`src/rtl/core/fdbb_ram.sv`:
```
// Generic single-write, single-read RAM with a registered read port.
`default_nettype none

module fdbb_ram #(
  parameter int unsigned WIDTH = 8,
  parameter int unsigned DEPTH = 16
) (
  input  wire logic                     clk,
  input  wire logic                     we,
  input  wire logic [$clog2(DEPTH)-1:0] waddr,
  input  wire logic [WIDTH-1:0]         wdata,
  input  wire logic                     re,
  input  wire logic [$clog2(DEPTH)-1:0] raddr,
  output      logic [WIDTH-1:0]         rdata
);

  logic [WIDTH-1:0] mem [DEPTH];

  always_ff @(posedge clk) begin
    if (we) begin
      mem[waddr] <= wdata;
    end
    if (re) begin
      rdata <= mem[raddr];
    end
  end

endmodule

`default_nettype wire

```
`config.mk`:
```
export PLATFORM = sky130hd
export DESIGN_NAME = fdbb_ram
export DESIGN_NICKNAME = d
export VERILOG_FILES = /design/src/rtl/core/fdbb_ram.sv
export SDC_FILE = /design/constraint.sdc
export NUM_CORES = 1
export LEC_CHECK = 0
export ABC_AREA = 1
export BUFFER_PORTS_ARGS = -buffer_cell sky130_fd_sc_hd__buf_2
export CORE_MARGIN = 5
export CORE_UTILIZATION = 56
export CTS_CLUSTER_DIAMETER = 40
export DETAILED_ROUTE_END_ITERATION = 8
export MAX_ROUTING_LAYER = met4
export PLACE_DENSITY = 0.74
export SETUP_SLACK_MARGIN = 0.02
export SLEW_MARGIN = 30
export SYNTH_ARGS = -nofsm -noshare
export SYNTH_HDL_FRONTEND = slang
export SYNTH_SLANG_ARGS = --single-unit
export TNS_END_PERCENT = 100
```
`constraint.sdc`:
```
create_clock -name clk -period 1.5 [get_ports clk]
set_input_delay 0.225 -clock clk [delete_from_list [all_inputs] [get_ports clk]]
set_output_delay 0.225 -clock clk [all_outputs]
set_load 0.005 [all_outputs]
```
==> results.cfg <==
[floorplan]
die_y_um = 112.2
core_area_um2 = 10280
io_pins = 27
die_area_um2 = 12580
rows = 37
fp.dieW_um = 112.2
start_util = 0.5689

[clock_tree]
clkTransAtPathRegs_ps = 50
cts-htree-levels = 4
post_cts_resized = 0
postCtsHoldBufs = 0
post_cts_buffers = 0
clk_path_buf_depth = 2
root_buffer = clkbuf_8
cts_tree = built
clkLatencyLatePin_ps = 520
cts_sinks = 136
cts_made_buffers = 17

[final_layout]
fill_cells = 754
most-common-layout-cells = nand2_1 (173), edfxtp_1 (136), inv_1 (100), nand3_1 (97), buf_2 (26)
fin_nets = 614
final-seq-area_um2 = 4084
area_growth_syn_to_layout_pct = 14.44
multi_input_area_um2 = 1214
final_common_cell = nand2_1
layout-drive-gt1-share = 0.1174
stdcell_area_um2 = 6691
antenna_cells = 0

[sta]
tightest_slew_ps = 617.9
finalSetupTns_ps = 0
finalCritPeriodShare = 0.8728
maxSlewHeadroom = 0.5875
hold_viol_final = 0
fin_skew_ps = 4.481
fmax_mhz = 763.8
setup_viol = 0
drv_slew = 0
grt_setup_unrepaired = no
period_minus_slack_ps = 1309

[global_routing]
antenna_found_initial = 0
grt_max_degree = 48
grtUsageTotal = 0.2281
grt_pass1_wl_um = 21090
first_global_vias = 4005
grt_overflow_total = 0

[synthesis]
yosys_warnings = 0
synthCells = 551
synth.avg_cell_area_um2 = 10.61
synth_top_area_frac = 0.6985
synthTopCellsByArea = edfxtp_1 (70%), nand2_1 (11%), nand3_1 (8.3%)
yosysSeqAreaShare = 0.6985
synth_cell_types = 11
synth_nets = 570
yosysTopAreaCell = edfxtp_1
synthesis.area_um2 = 5847
ys_ff_latch = 136

[placed_design]
gp_congestion = 0.8138
port_buffers = 26
dpl_cell_area_um2 = 6203
dp_hpwl_um = 8031

[setup_path]
crit_chain = buf_2
slowest_stage = edfxtp_1
required_ps = 1270
worst_ep_arrival_time_ps = 1080
path_buf_inv = 1
max_stage_delay_ps = 410
end_kind = output pin
startpoint_type = register
cp_top_family = flip-flops
worstPathMaxFanout = 1
criticalPathCategory = reg2out

[min_path]
holdCritPathClass = in2reg

[route]
vias_per_cell = 5.379
dr.pass1.iters = 5
postRouteAntennaNets = 0
num_vias = 3986
drt_first_iter_violations = 574
drc_errors = 0
routed_wl_um = 13210
wl_per_cell_um = 17.82

[pwr]
power_density_nw_per_um2 = 1246
fin_total_pwr_uw = 8338
leakage_uw = 0.002907
vdd_drop_max_mv = 0.8448

[job]
cap_violations = 0

[outcome]
outcome = completed
-- stage by stage --
| step | utilization | instances | hold WS [ps] | setup WS [ps] |
|---|---|---|---|---|
| 2_1_floorplan | - | 551 | 323.9 | 324.2 |
| 3_3_place_gp | 0.6036 | 712 | 604.3 | 67.99 |
| 3_5_place_dp | 0.6036 | 712 | 597.0 | 61.02 |
| 4_1_cts | 0.6511 | 741 | 54.52 | 178.6 |
| 5_1_grt | 0.6511 | 741 | 54.09 | 160.2 |
| 6_report | 0.6511 | 741 | 66.83 | 190.8 |
-- layer usage --
| metal | vias up | wire [µm] | track usage |
|---|---|---|---|
| li1 | 1868 | - | - |
| met1 | 1825 | 5252 | 0.2905 |
| met2 | 260 | 6277 | 0.3576 |
| met3 | 33 | 1412 | 0.06092 |
| met4 | 0 | 263 | 0.07853 |
| met5 | - | 0 | - |
-- flip-flops by register name, summed over array words and instances, names as in the netlist --
name and flops:
mem 128, rdata 8
-- Yosys cell counts (all sizes together) --
| master | instances |
|---|---|
| edfxtp | 136 |
| buf | 24 |
| nand2 | 173 |
| inv | 102 |
| nor2 | 17 |
| nand3b | 2 |
| nand3 | 97 |
-- power by group --
group | switching, µW | internal, µW | total [µW]
clock network | 1370 | 2130 | 3500
registers | 24.2 | 4280 | 4310
logic | 367 | 162 | 529
-- logic make-up (layout without fill, tap and decap cells) --
kind of cell	Yosys count	after routing	share of synthesized area
buf+inv	126	180	0.09394
flops	136	136	0.6985
simple gates	289	289	0.2076
-- final cells by class --
type,instances,area share
multi-input combinational,289,0.1814
sequential,136,0.6103
clock inverter,8,0.008788
clock buffer,21,0.06414
inverter,102,0.05722
timing repair buffer,49,0.05273
tap,136,0.02543
-- path summary, 6_finish.rpt --
path | cells past startpoint | slack, ps | from | end
max | 1 | 190 | rdata[0] | rdata[0]
max reg2reg | 6 | 310 | mem[13][4] | rdata[4]
min | 1 | 70 | re | rdata[7]
min reg2reg | 6 | 760 | mem[3][0] | rdata[0]
-- worst reg2reg max path: stages, from the launching register on --
cell	delay (ps)
edfxtp_1	370
inv_1	80
nand2_1	60
nand3_1	90
nand3_1	120
nand3_1	150
nand2_1	80
(Power assumes the default switching activity.)
